<file path="config.mk">
export PLATFORM = sky130hd
export DESIGN_NAME = march_x_walking_ones_memory_bist_flat
export DESIGN_NICKNAME = d
export VERILOG_FILES = /design/src/rtl/core/mbist_pkg.sv /design/src/rtl/core/mbist_req_if.sv /design/src/rtl/core/mbist_rsp_if.sv /design/src/rtl/core/mbist_seq.sv /design/src/rtl/core/march_x_walking_ones_memory_bist.sv /design/src/flat_wrapper.sv
export VERILOG_INCLUDE_DIRS = /design/src /design/src/rtl/core
export SDC_FILE = /design/constraint.sdc
export NUM_CORES = 1
export LEC_CHECK = 0
export BUFFER_PORTS_ARGS = -buffer_cell sky130_fd_sc_hd__buf_4
export CORE_UTILIZATION = 54
export DETAILED_ROUTE_END_ITERATION = 8
export PLACE_DENSITY = 0.78
export SYNTH_ARGS = -nofsm -noshare
export SYNTH_HDL_FRONTEND = slang
export SYNTH_SLANG_ARGS = --single-unit
export TNS_END_PERCENT = 1
</file>
<file path="constraint.sdc">
create_clock -name i_clk -period 7.58 [get_ports i_clk]
set_input_delay 0.758 -clock i_clk [delete_from_list [all_inputs] [get_ports i_clk]]
set_output_delay 0.758 -clock i_clk [all_outputs]
set_load 0.01 [all_outputs]
</file>
<file path="src/rtl/core/march_x_walking_ones_memory_bist_macros.svh">
// Assertion macros used by the memory self-test sequencer.
`ifndef MARCH_X_WALKING_ONES_MEMORY_BIST_MACROS_SVH
`define MARCH_X_WALKING_ONES_MEMORY_BIST_MACROS_SVH

`ifndef SYNTHESIS
`define MBIST_ASSERT_IMP(lbl, clk, rst_n, ante, cons) \
    lbl: assert property (@(posedge clk) disable iff (!(rst_n)) (ante) |-> (cons)) \
        else $error("mbist assertion failed");
`define MBIST_ASSERT_NXT(lbl, clk, rst_n, ante, cons) \
    lbl: assert property (@(posedge clk) disable iff (!(rst_n)) (ante) |=> (cons)) \
        else $error("mbist assertion failed");
`else
`define MBIST_ASSERT_IMP(lbl, clk, rst_n, ante, cons)
`define MBIST_ASSERT_NXT(lbl, clk, rst_n, ante, cons)
`endif

`endif

</file>
<file path="src/rtl/core/mbist_pkg.sv">
`default_nettype none
package mbist_pkg;

    localparam int WORD_ADDR_BITS = 29;
    localparam int ADDR_W         = 30;
    localparam int SIZE_W         = 30;
    localparam int DATA_W         = 64;
    localparam int WDATA_W        = 32;
    localparam int BIT_W          = 5;
    localparam int CFG_DATA_W     = 30;

    localparam logic [SIZE_W-1:0] MAX_WORDS   = SIZE_W'(2 ** WORD_ADDR_BITS);
    localparam logic [SIZE_W-1:0] RESET_SIZE  = SIZE_W'(1024);
    localparam logic [BIT_W-1:0]  LAST_BIT    = BIT_W'(WDATA_W - 1);
    localparam logic [WDATA_W-1:0] ONES_PATTERN = WDATA_W'(8'hFF);

    localparam logic CFG_BASE_WORD  = 1'b0;
    localparam logic CFG_SIZE_WORDS = 1'b1;

    localparam logic REQ_START = 1'b0;
    localparam logic REQ_DONE  = 1'b1;

    typedef enum logic [3:0] {
        PH_IDLE   = 4'd0,
        PH_FILL   = 4'd1,
        PH_UP_RD  = 4'd2,
        PH_UP_WR  = 4'd3,
        PH_DN_RD  = 4'd4,
        PH_DN_WR  = 4'd5,
        PH_VER_RD = 4'd6,
        PH_WK_WR  = 4'd7,
        PH_WK_RD  = 4'd8,
        PH_WK_CLR = 4'd9
    } t_phase;

    typedef enum logic [1:0] {
        K_WRITE = 2'd0,
        K_READ  = 2'd1,
        K_PASS  = 2'd2,
        K_FAIL  = 2'd3
    } t_kind;

    typedef enum logic [1:0] {
        FP_UP_RD  = 2'd0,
        FP_DN_RD  = 2'd1,
        FP_VER_RD = 2'd2,
        FP_WALK   = 2'd3
    } t_fail_phase;

    typedef struct packed {
        t_kind               kind;
        logic [ADDR_W-1:0]   word_address;
        logic [WDATA_W-1:0]  write_data;
        t_fail_phase         fail_phase;
        logic [BIT_W-1:0]    fail_bit;
    } t_rsp;

endpackage
`default_nettype wire

</file>
<file path="src/rtl/core/mbist_req_if.sv">
`default_nettype none
interface mbist_req_if;
    import mbist_pkg::*;

    logic              valid;
    logic              ready;
    logic              req_type;
    logic [DATA_W-1:0] read_data;

    modport source(output valid, output req_type, output read_data, input ready);
    modport sink(input valid, input req_type, input read_data, output ready);
endinterface
`default_nettype wire

</file>
<file path="src/rtl/core/mbist_rsp_if.sv">
`default_nettype none
interface mbist_rsp_if;
    import mbist_pkg::*;

    logic               valid;
    logic               ready;
    t_kind              kind;
    logic [ADDR_W-1:0]  word_address;
    logic [WDATA_W-1:0] write_data;
    t_fail_phase        fail_phase;
    logic [BIT_W-1:0]   fail_bit;

    modport source(output valid, output kind, output word_address, output write_data,
                   output fail_phase, output fail_bit, input ready);
    modport sink(input valid, input kind, input word_address, input write_data,
                 input fail_phase, input fail_bit, output ready);
endinterface
`default_nettype wire

</file>
<file path="src/rtl/core/mbist_seq.sv">
`default_nettype none
`include "march_x_walking_ones_memory_bist_macros.svh"
module mbist_seq (
    input  wire logic                                  i_clk,
    input  wire logic                                  i_rst_n,
    input  wire logic [mbist_pkg::WORD_ADDR_BITS-1:0]  i_base_word,
    input  wire logic [mbist_pkg::SIZE_W-1:0]          i_size_words,
    input  wire logic                                  i_step,
    input  wire logic                                  i_req_type,
    input  wire logic [mbist_pkg::DATA_W-1:0]          i_read_data,
    output      logic                                  o_emit,
    output      mbist_pkg::t_rsp                       o_rsp
);
    import mbist_pkg::*;

    t_phase              r_phase, n_phase;
    logic [SIZE_W-1:0]   r_offset, n_offset;
    logic [BIT_W-1:0]    r_bit, n_bit;

    logic [SIZE_W-1:0]   eff_size;
    logic [SIZE_W-1:0]   eff_m1;
    logic [ADDR_W-1:0]   base_addr;
    logic                more;
    logic [DATA_W-1:0]   walk_expect;

    always_comb begin
        if (i_size_words == '0) begin
            eff_size = SIZE_W'(1);
        end else if (i_size_words > MAX_WORDS) begin
            eff_size = MAX_WORDS;
        end else begin
            eff_size = i_size_words;
        end
    end

    assign eff_m1      = eff_size - SIZE_W'(1);
    assign more        = r_offset < eff_m1;
    assign base_addr   = ADDR_W'(i_base_word);
    assign walk_expect = DATA_W'(1) << r_bit;

    always_comb begin
        n_phase  = r_phase;
        n_offset = r_offset;
        n_bit    = r_bit;
        o_emit   = 1'b1;
        o_rsp.kind         = K_WRITE;
        o_rsp.word_address = '0;
        o_rsp.write_data   = '0;
        o_rsp.fail_phase   = FP_UP_RD;
        o_rsp.fail_bit     = '0;

        if (i_req_type == REQ_START) begin
            n_offset = '0;
            n_bit    = '0;
            n_phase  = PH_FILL;
        end else begin
            unique case (r_phase)
                PH_FILL: begin
                    if (more) begin
                        n_offset = r_offset + SIZE_W'(1);
                    end else begin
                        n_offset = '0;
                        n_phase  = PH_UP_RD;
                        o_rsp.kind = K_READ;
                    end
                end
                PH_UP_RD: begin
                    if (i_read_data != '0) begin
                        o_rsp.kind = K_FAIL;
                        n_phase    = PH_IDLE;
                    end else begin
                        o_rsp.write_data = ONES_PATTERN;
                        n_phase          = PH_UP_WR;
                    end
                end
                PH_UP_WR: begin
                    o_rsp.kind = K_READ;
                    if (more) begin
                        n_offset = r_offset + SIZE_W'(1);
                        n_phase  = PH_UP_RD;
                    end else begin
                        n_offset = eff_m1;
                        n_phase  = PH_DN_RD;
                    end
                end
                PH_DN_RD: begin
                    if (i_read_data != DATA_W'(ONES_PATTERN)) begin
                        o_rsp.kind       = K_FAIL;
                        o_rsp.fail_phase = FP_DN_RD;
                        n_phase          = PH_IDLE;
                    end else begin
                        n_phase = PH_DN_WR;
                    end
                end
                PH_DN_WR: begin
                    o_rsp.kind = K_READ;
                    if (r_offset != '0) begin
                        n_offset = r_offset - SIZE_W'(1);
                        n_phase  = PH_DN_RD;
                    end else begin
                        n_phase = PH_VER_RD;
                    end
                end
                PH_VER_RD: begin
                    if (i_read_data != '0) begin
                        o_rsp.kind       = K_FAIL;
                        o_rsp.fail_phase = FP_VER_RD;
                        n_phase          = PH_IDLE;
                    end else if (more) begin
                        o_rsp.kind = K_READ;
                        n_offset   = r_offset + SIZE_W'(1);
                    end else begin
                        n_offset         = '0;
                        n_bit            = '0;
                        o_rsp.write_data = WDATA_W'(1);
                        n_phase          = PH_WK_WR;
                    end
                end
                PH_WK_WR: begin
                    o_rsp.kind = K_READ;
                    n_phase    = PH_WK_RD;
                end
                PH_WK_RD: begin
                    if (i_read_data != walk_expect) begin
                        o_rsp.kind       = K_FAIL;
                        o_rsp.fail_phase = FP_WALK;
                        o_rsp.fail_bit   = r_bit;
                        n_phase          = PH_IDLE;
                    end else if (r_bit < LAST_BIT) begin
                        n_bit            = r_bit + BIT_W'(1);
                        o_rsp.write_data = WDATA_W'(1) << n_bit;
                        n_phase          = PH_WK_WR;
                    end else begin
                        n_phase = PH_WK_CLR;
                    end
                end
                PH_WK_CLR: begin
                    if (more) begin
                        n_offset         = r_offset + SIZE_W'(1);
                        n_bit            = '0;
                        o_rsp.write_data = WDATA_W'(1);
                        n_phase          = PH_WK_WR;
                    end else begin
                        o_rsp.kind = K_PASS;
                        n_phase    = PH_IDLE;
                    end
                end
                default: begin
                    o_emit  = 1'b0;
                    n_phase = PH_IDLE;
                end
            endcase
        end

        if (o_rsp.kind != K_PASS) begin
            o_rsp.word_address = base_addr + ADDR_W'(n_offset);
        end
    end

    always_ff @(posedge i_clk) begin
        if (!i_rst_n) begin
            r_phase  <= PH_IDLE;
            r_offset <= '0;
            r_bit    <= '0;
        end else if (i_step) begin
            r_phase  <= n_phase;
            r_offset <= n_offset;
            r_bit    <= n_bit;
        end
    end

    `MBIST_ASSERT_NXT(a_end_to_idle, i_clk, i_rst_n,
        i_step && o_emit && (o_rsp.kind == K_PASS || o_rsp.kind == K_FAIL),
        r_phase == PH_IDLE)
    `MBIST_ASSERT_NXT(a_start_clears, i_clk, i_rst_n,
        i_step && i_req_type == REQ_START,
        r_phase == PH_FILL && r_offset == '0 && r_bit == '0)
    `MBIST_ASSERT_IMP(a_data_only_on_write, i_clk, i_rst_n,
        o_emit && o_rsp.kind != K_WRITE,
        o_rsp.write_data == '0)
endmodule
`default_nettype wire

</file>
<file path="src/rtl/core/march_x_walking_ones_memory_bist.sv">
// A request beat is held in the input register, its result beat in the result register.
// One request beat per cycle unless stalled; a completion outside idle gives the next command.
// A result waiting at the output holds the sequencer; the input takes a beat only while
// its register is empty or advancing.
// Reset (synchronous, active low) clears both pipeline valids, puts the sequencer in idle
// with offset and bit at zero, and sets base_word to 0 and size_words to 1024.
`default_nettype none
module march_x_walking_ones_memory_bist (
    input  wire logic                              i_clk,
    input  wire logic                              i_rst_n,
    input  wire logic                              i_cfg_we,
    input  wire logic                              i_cfg_idx,
    input  wire logic [mbist_pkg::CFG_DATA_W-1:0]  i_cfg_data,
    mbist_req_if.sink                              i_req,
    mbist_rsp_if.source                            o_rsp
);
    import mbist_pkg::*;

    logic [WORD_ADDR_BITS-1:0] r_base_word;
    logic [SIZE_W-1:0]         r_size_words;

    logic                      r_in_valid;
    logic                      r_in_req;
    logic [DATA_W-1:0]         r_in_data;
    logic                      r_out_valid;
    t_rsp                      r_out;

    logic                      adv;
    logic                      emit;
    t_rsp                      rsp;

    assign adv         = r_in_valid && (!r_out_valid || o_rsp.ready);
    assign i_req.ready = !r_in_valid || adv;

    always_ff @(posedge i_clk) begin
        if (!i_rst_n) begin
            r_base_word  <= '0;
            r_size_words <= RESET_SIZE;
        end else if (i_cfg_we) begin
            unique case (i_cfg_idx)
                CFG_BASE_WORD:  r_base_word  <= i_cfg_data[WORD_ADDR_BITS-1:0];
                CFG_SIZE_WORDS: r_size_words <= i_cfg_data[SIZE_W-1:0];
                default:        r_size_words <= r_size_words;
            endcase
        end
    end

    always_ff @(posedge i_clk) begin
        if (!i_rst_n) begin
            r_in_valid <= 1'b0;
        end else if (i_req.ready) begin
            r_in_valid <= i_req.valid;
        end
    end

    always_ff @(posedge i_clk) begin
        if (i_req.ready && i_req.valid) begin
            r_in_req  <= i_req.req_type;
            r_in_data <= i_req.read_data;
        end
    end

    mbist_seq u_seq (
        .i_clk        (i_clk),
        .i_rst_n      (i_rst_n),
        .i_base_word  (r_base_word),
        .i_size_words (r_size_words),
        .i_step       (adv),
        .i_req_type   (r_in_req),
        .i_read_data  (r_in_data),
        .o_emit       (emit),
        .o_rsp        (rsp)
    );

    always_ff @(posedge i_clk) begin
        if (!i_rst_n) begin
            r_out_valid <= 1'b0;
        end else if (adv) begin
            r_out_valid <= emit;
        end else if (o_rsp.ready) begin
            r_out_valid <= 1'b0;
        end
    end

    always_ff @(posedge i_clk) begin
        if (adv && emit) begin
            r_out <= rsp;
        end
    end

    assign o_rsp.valid        = r_out_valid;
    assign o_rsp.kind         = r_out.kind;
    assign o_rsp.word_address = r_out.word_address;
    assign o_rsp.write_data   = r_out.write_data;
    assign o_rsp.fail_phase   = r_out.fail_phase;
    assign o_rsp.fail_bit     = r_out.fail_bit;
endmodule
`default_nettype wire

</file>
<file path="src/flat_wrapper.sv">
// flat-port wrapper written by rule: the top's interface ports become plain ports
module march_x_walking_ones_memory_bist_flat import mbist_pkg::*;
  (i_clk, i_rst_n, i_cfg_we, i_cfg_idx, i_cfg_data, i_req_valid, i_req_req_type, i_req_read_data, i_req_ready, o_rsp_valid, o_rsp_kind, o_rsp_word_address, o_rsp_write_data, o_rsp_fail_phase, o_rsp_fail_bit, o_rsp_ready);
  mbist_req_if i_req_i ();
  mbist_rsp_if o_rsp_i ();
  input  wire logic i_clk;
  input  wire logic i_rst_n;
  input  wire logic i_cfg_we;
  input  wire logic i_cfg_idx;
  input  wire logic [mbist_pkg::CFG_DATA_W-1:0] i_cfg_data;
  input wire logic [$bits(i_req_i.valid)-1:0] i_req_valid;
  input wire logic [$bits(i_req_i.req_type)-1:0] i_req_req_type;
  input wire logic [$bits(i_req_i.read_data)-1:0] i_req_read_data;
  output wire logic [$bits(i_req_i.ready)-1:0] i_req_ready;
  output wire logic [$bits(o_rsp_i.valid)-1:0] o_rsp_valid;
  output wire logic [$bits(o_rsp_i.kind)-1:0] o_rsp_kind;
  output wire logic [$bits(o_rsp_i.word_address)-1:0] o_rsp_word_address;
  output wire logic [$bits(o_rsp_i.write_data)-1:0] o_rsp_write_data;
  output wire logic [$bits(o_rsp_i.fail_phase)-1:0] o_rsp_fail_phase;
  output wire logic [$bits(o_rsp_i.fail_bit)-1:0] o_rsp_fail_bit;
  input wire logic [$bits(o_rsp_i.ready)-1:0] o_rsp_ready;
  assign i_req_i.valid = i_req_valid;
  assign i_req_i.req_type = i_req_req_type;
  assign i_req_i.read_data = i_req_read_data;
  assign i_req_ready = i_req_i.ready;
  assign o_rsp_valid = o_rsp_i.valid;
  assign o_rsp_kind = o_rsp_i.kind;
  assign o_rsp_word_address = o_rsp_i.word_address;
  assign o_rsp_write_data = o_rsp_i.write_data;
  assign o_rsp_fail_phase = o_rsp_i.fail_phase;
  assign o_rsp_fail_bit = o_rsp_i.fail_bit;
  assign o_rsp_i.ready = o_rsp_ready;
  march_x_walking_ones_memory_bist u_core (.i_clk(i_clk), .i_rst_n(i_rst_n), .i_cfg_we(i_cfg_we), .i_cfg_idx(i_cfg_idx), .i_cfg_data(i_cfg_data), .i_req(i_req_i), .o_rsp(o_rsp_i));
endmodule
</file>
==> Word level (Yosys, flattened, before mapping) <==
Index checks and enable logic that the tools add are counted.
{ "word_totals": {"regBits": 236, "in_bits": 101, "output_inout_bits": 73, "word_cells": 115} }
{ "op_classes": {"addsub": 5, "n_lt_le_gt_ge": 3, "n_eq_ne": 20, "shift": 2, "muxes": 52, "n_bitwise": 1, "reduce_logical": 18} }
{ "ops": {"columns": ["cell", "n"], "rows": [
  ["$mux 30", 8],
  ["$pmux 30 s5", 1],
  ["$pmux 32 s4", 1],
  ["$mux 32", 2],
  ["$ne 64x64->1", 1],
  ["$ne 64x8->1 const B", 1],
  ["$reduce_bool 64->1", 1],
  ["$shl 1x5->64 const A", 1],
  ["$sub 30x1->30 const B", 2],
  ["$pmux 4 s9", 1],
  ["$shl 1x5->32 const A", 1],
  ["$add 29x30->30", 1],
  ["$add 30x1->30 const B", 1],
  ["$gt 30x30->1 const B", 1],
  ["$logic_not 30->1", 1],
  ["$lt 30x30->1", 1],
  ["$mux 5", 6],
  ["$reduce_bool 30->1", 1],
  ["$mux 4", 6],
  ["$mux 2", 9],
  ["$ne 3x3->1 const B", 6],
  ["$eq 4x3->1 const B", 4],
  ["$pmux 5 s3", 1],
  ["$pmux 2 s7", 1],
  ["22 further kinds", 42]
]} }

==> Logic depth before layout (Yosys ltp) <==
{ "depth": {"ltp_word": 10, "mapped_depth": 40} }

==> Hierarchy <==
Synthesis repeated with hierarchy kept, for this count alone.
{ "unflattened": {"cells_unflattened": 1807, "area_unflattened_um2": 15658.8} }
{ "by_module_without_submodules": {"columns": ["mod", "n_inst", "cells_per_inst", "area_each_um2"], "rows": [
  ["mbist_seq", 1, 1431, 9195.1],
  ["march_x_walking_ones_memory_bist", 1, 376, 6463.7]
]} }

==> Least setup slack after synthesis <==
Ideal clock, no wire load.
{ "synth_path": {"path_type": "register to register", "start": "register u_core.r_size_words[12]", "end": "register u_core.r_out (netlist bit u_core.o_rsp.word_address[18]) (data pin)", "setup_time_ns": 0.266, "arrival_ns": 8.099, "t_required_ns": 7.314, "slack_ns": -0.785, "stages_incl_launch_ff": 41, "n_path_buf": 6, "cell_sequence": "dfxtp_1 > or4_1 > clkbuf_1 > or4_1 > clkbuf_1 > or3_1 > buf_2 > a21o_1 > ha_1 > or4b_2 > clkbuf_1 > o31ai_1 > o21ai_0 > a21oi_1 > a31oi_1 > o21ai_0 > ha_1 > nand4_1 > [5 not listed] > buf_6 > buf_2 > ha_1 > o21ai_0 > a21oi_1 > o21ai_0 > o221a_2 > ha_1 > fa_1 > a21o_1 > a21oi_1 > o211ai_1 > a21oi_1 > o31a_1 > o21bai_1 > a21oi_1 > xor2_1 > nor2_1"} }
{ "synth_via": {"elab_chain_len": 10} }
{ "synth_lines": {"columns": ["item", "line", "source"], "rows": [
  ["start: declaration", "march_x_walking_ones_memory_bist.sv:20", "logic [SIZE_W-1:0] r_size_words;"],
  ["start signal: assignment", "march_x_walking_ones_memory_bist.sv:42", "CFG_SIZE_WORDS: r_size_words <= i_cfg_data[SIZE_W-1:0];"],
  ["start signal: assignment", "march_x_walking_ones_memory_bist.sv:43", "default: r_size_words <= r_size_words;"],
  ["$gt 30x30->1", "mbist_seq.sv:29", "end else if (i_size_words > MAX_WORDS) begin"],
  ["$mux 30", "mbist_seq.sv:29", null],
  ["$mux 30 (*)", "mbist_seq.sv:27", "if (i_size_words == '0) begin"],
  ["$sub 30x1->30 (*)", "mbist_seq.sv:36", "assign eff_m1 = eff_size - SIZE_W'(1);"],
  ["$lt 30x30->1", "mbist_seq.sv:37", "assign more = r_offset < eff_m1;"],
  ["$mux 30", "mbist_seq.sv:59, mbist_seq.sv:109", null],
  ["$mux 30", "mbist_seq.sv:105", "if (i_read_data != '0) begin"],
  ["$pmux 30 s5 (*)", "mbist_seq.sv:57", "unique case (r_phase)"],
  ["$mux 30 (*)", "mbist_seq.sv:52", "if (i_req_type == REQ_START) begin"],
  ["named net u_core.u_seq.n_offset[0]", "mbist_seq.sv:17", "logic [SIZE_W-1:0] r_offset, n_offset;"],
  ["$add 29x30->30 (*)", "mbist_seq.sv:156", "o_rsp.word_address = base_addr + ADDR_W'(n_offset);"],
  ["end signal: assignment", "march_x_walking_ones_memory_bist.sv:87", "r_out <= rsp;"],
  ["end: declaration", "march_x_walking_ones_memory_bist.sv:26", "t_rsp r_out;"]
]} }
Mark *: on every way through the listed nets, which the timed path passes. The rest lies on a longest branch.
A chain may end at the register's enable or synchronous reset.

==> Worst setup path after layout <==
Same ends and word-level chain as after synthesis.

==> impl_metrics.toml <==
[run_status]
status = "finished clean"

[worst_setup_path]
cpMostUsedCell = "o21ai_1"
crit_arrival_ns = 7.84
critPathSlowestCell = "or4_4"
startpoint = "u_core.r_size_words[12]$_SDFFE_PN0P_"
required_ns = 7.86
critical_path.endpoint_type = "register"
cp_top_family = "compound AO/OA/AOI/OAI gates"
start_kind = "register"
rr_worst_depth = 36
slowest_delay_ns = 0.53
crit_type = "reg2reg"
reg2reg_from = "u_core.r_size_words[12]$_SDFFE_PN0P_"
path_max_fanout = 10
path_depth = 36
timing.critical_path.buf_inv = 3

[finish]
area_delta_synth_final_pct = 24.24
antenna_cells = 0
layout_commonest_cell = "buf_4"
layout_common_cells = "buf_4, nand2_1, nor2_1"
fillers = 2194
layout-drive-gt1-share = 0.2216
seq_area_sq_mm = 0.006087
multi_input_area_sq_mm = 0.008571
layout.nets = 2206
final_core_util = 0.6895

[logic_synthesis]
synthCells = 1784
ys_types = 81
ys_async_sr_fraction = 0
ys_seq_area_frac = 0.4046
ys_warn_count = 0
avgSynthCellArea_sq_um = 8.431
ys.flop_type = "edfxtp_1"
yosysTopAreaCellShare = 0.2715
netlist_area_sq_mm = 0.01504
ys_ff_latch = 236
synth_area_leaders = "edfxtp_1, dfxtp_1, nand2_1, ha_1, a21oi_1"
synth_nets = 1957
synth_edf_count = 136
yosys.area.top_type = "edfxtp_1"

[timing]
hold_viol_final = 0
fmax_mhz = 132.1
slew_violations = 0
finalSetupTns_ns = 0
skew_ns = 0.01711
hold_ws_ns = 0.3900
layout_min_cycle_time_ns = 7.567
period_share = 0.9983
tightest_slew_ns = 1.232
setup-violations-final = 0
max_slew_margin = 0.1757
timing.final.ws_setup_ns = 0.01274
rsz0062_at_grt = "true"

[power]
p_switching_uw = 852.6
cellLeakagePower_nw = 7.519
power_density_mw_per_mm2 = 172.9
pwr-share-clk = 0.404
p_seq_frac = 0.446
power_mw = 3.232
peakVddDrop_mv = 0.1435
intPower_mw = 2.379
pwr-share-comb = 0.150
switching_share = 0.2638

[detailed_routing]
drc = 0
drtAntennaViolNets = 0
drt-wirelength-per-cell_um = 21.47
vias = 15400
first_pass_iters = 6
first_iter_violations = 1832
drt-total-wl_um = 52060
detail_route.vias_per_cell = 6.351

[grt]
grt_pass1_wl_um = 80440
antenna_found_initial = 1
grt_usage = 0.3594
grt-ovfl-total = 0
grt_max_degree = 74
grt_pass1_vias = 14580

[clocking]
numClockSinks = 236
cts_root_buf = "clkbuf_16"
clk_pin_slew_ns = 0.06
clock_latency_ns = 0.54
cts_tree = "built"
cts.htree.levels = 1
cts_made_buffers = 26
clockBufferDepth = 3

[place]
numPortBuffers = 173
gp_congestion = 1.010
place_ws_ns = -0.2578
dp_hpwl_um = 38110

[job]
maxCapViolations = 0

[min_path]
hold_path_class = "in2reg"
whs_path_depth = 1
min-delay-start = "i_req_read_data[48]"

[floorplan]
fp.coreArea_sq_mm = 0.02710
rows = 60
io-pin-count = 174
dieArea_sq_mm = 0.02852
die_x_um = 168.9
start_util = 0.5550
die_h_um = 168.9
## repair_timing
item / 4_1_cts / 5_1_grt
hold buffers: 0 / 0
setup buffers: 2 / 3
pin swaps: 9 / 9
resized for setup: 13 / 24
endpoints found under the setup margin: 13 / 21
gates cloned: 0 / 0
## power groups by stage
stage	combinational, mW	sequential, mW	clock [mW]
floorplan	0.261	1.46	0
global placement	0.456	1.46	0
detailed placement	0.464	1.47	0
CTS	0.470	1.44	1.32
global route	0.521	1.45	1.36
finish	0.486	1.44	1.30
## area by class of cell
type                    instances  area share
well taps                     372     0.02491
inverters                      36    0.007499
flip-flops and latches        236      0.3257
repair buffers                337      0.1363
clock buffers                  33     0.03843
multi-input cells            1396      0.4587
clock inverters                15    0.008503
## final timing paths
path	end	slack (ns)
setup reg to reg	u_core.o_rsp.word_address[18]$_SDFFCE_PN0P_	0.01
hold / removal	u_core.r_in_data[48]$_DFFE_PP_	0.39
hold reg to reg	u_core.r_base_word[23]$_SDFFE_PN0P_	0.46
setup / recovery	u_core.o_rsp.word_address[18]$_SDFFCE_PN0P_	0.01
## kinds of logic (layout without fill, tap and decap cells)
group	after synthesis	in the layout	synth area share
simple gates	772	772	0.2477
flops	236	236	0.4046
other cells	1	1	0.0002493
compound gates	486	486	0.2085
fa+ha+maj	72	72	0.06039
mux	12	12	0.008319
xor+xnor	53	53	0.03086
buf+inv	152	421	0.03935
## sequential cells by signal, summed over array words and instances, names as in the netlist, 4 cells and up
register / count
u_core.u_seq.r_phase: 4
u_core.o_rsp.word_address: 30
u_core.r_in_data: 64
u_core.u_seq.r_offset: 30
u_core.o_rsp.fail_bit: 5
u_core.o_rsp.write_data: 32
u_core.r_base_word: 29
u_core.r_size_words: 30
u_core.u_seq.r_bit: 5
## cells in the mapped netlist (all sizes together), types with 13 or more instances
master	number
nand4	30
and3	13
inv	36
a31oi	25
ha	71
a21o	34
xor2	24
nand3	63
a211oi	24
nand2	249
clkbuf	104
or2	14
nor2b	22
dfxtp	100
edfxtp	136
a21oi	168
xnor2	29
and2	23
or3	21
o21ai	91
o211ai	15
nor3	53
nand2b	16
or4	16
nor4	50
nor2	170
## metrics by stage
step / std cells / instance area [sq um]
3_5_place_dp: 2372 / 17630
5_1_grt: 2425 / 18690
4_1_cts: 2422 / 18570
3_3_place_gp: 2372 / 17630
6_report: 2425 / 18690
2_1_floorplan: 1784 / 15130
## routing by layer
layer	GRT usage	wire length, um	vias up	share of wire
li1	-	-	7106	-
met1	0.4836	21510	7230	0.41
met2	0.5685	23410	913	0.45
met3	0.05541	4755	153	0.091
met4	0.1672	2382	0	0.046
met5	0	0	-	0
(Power assumes the default switching activity.)
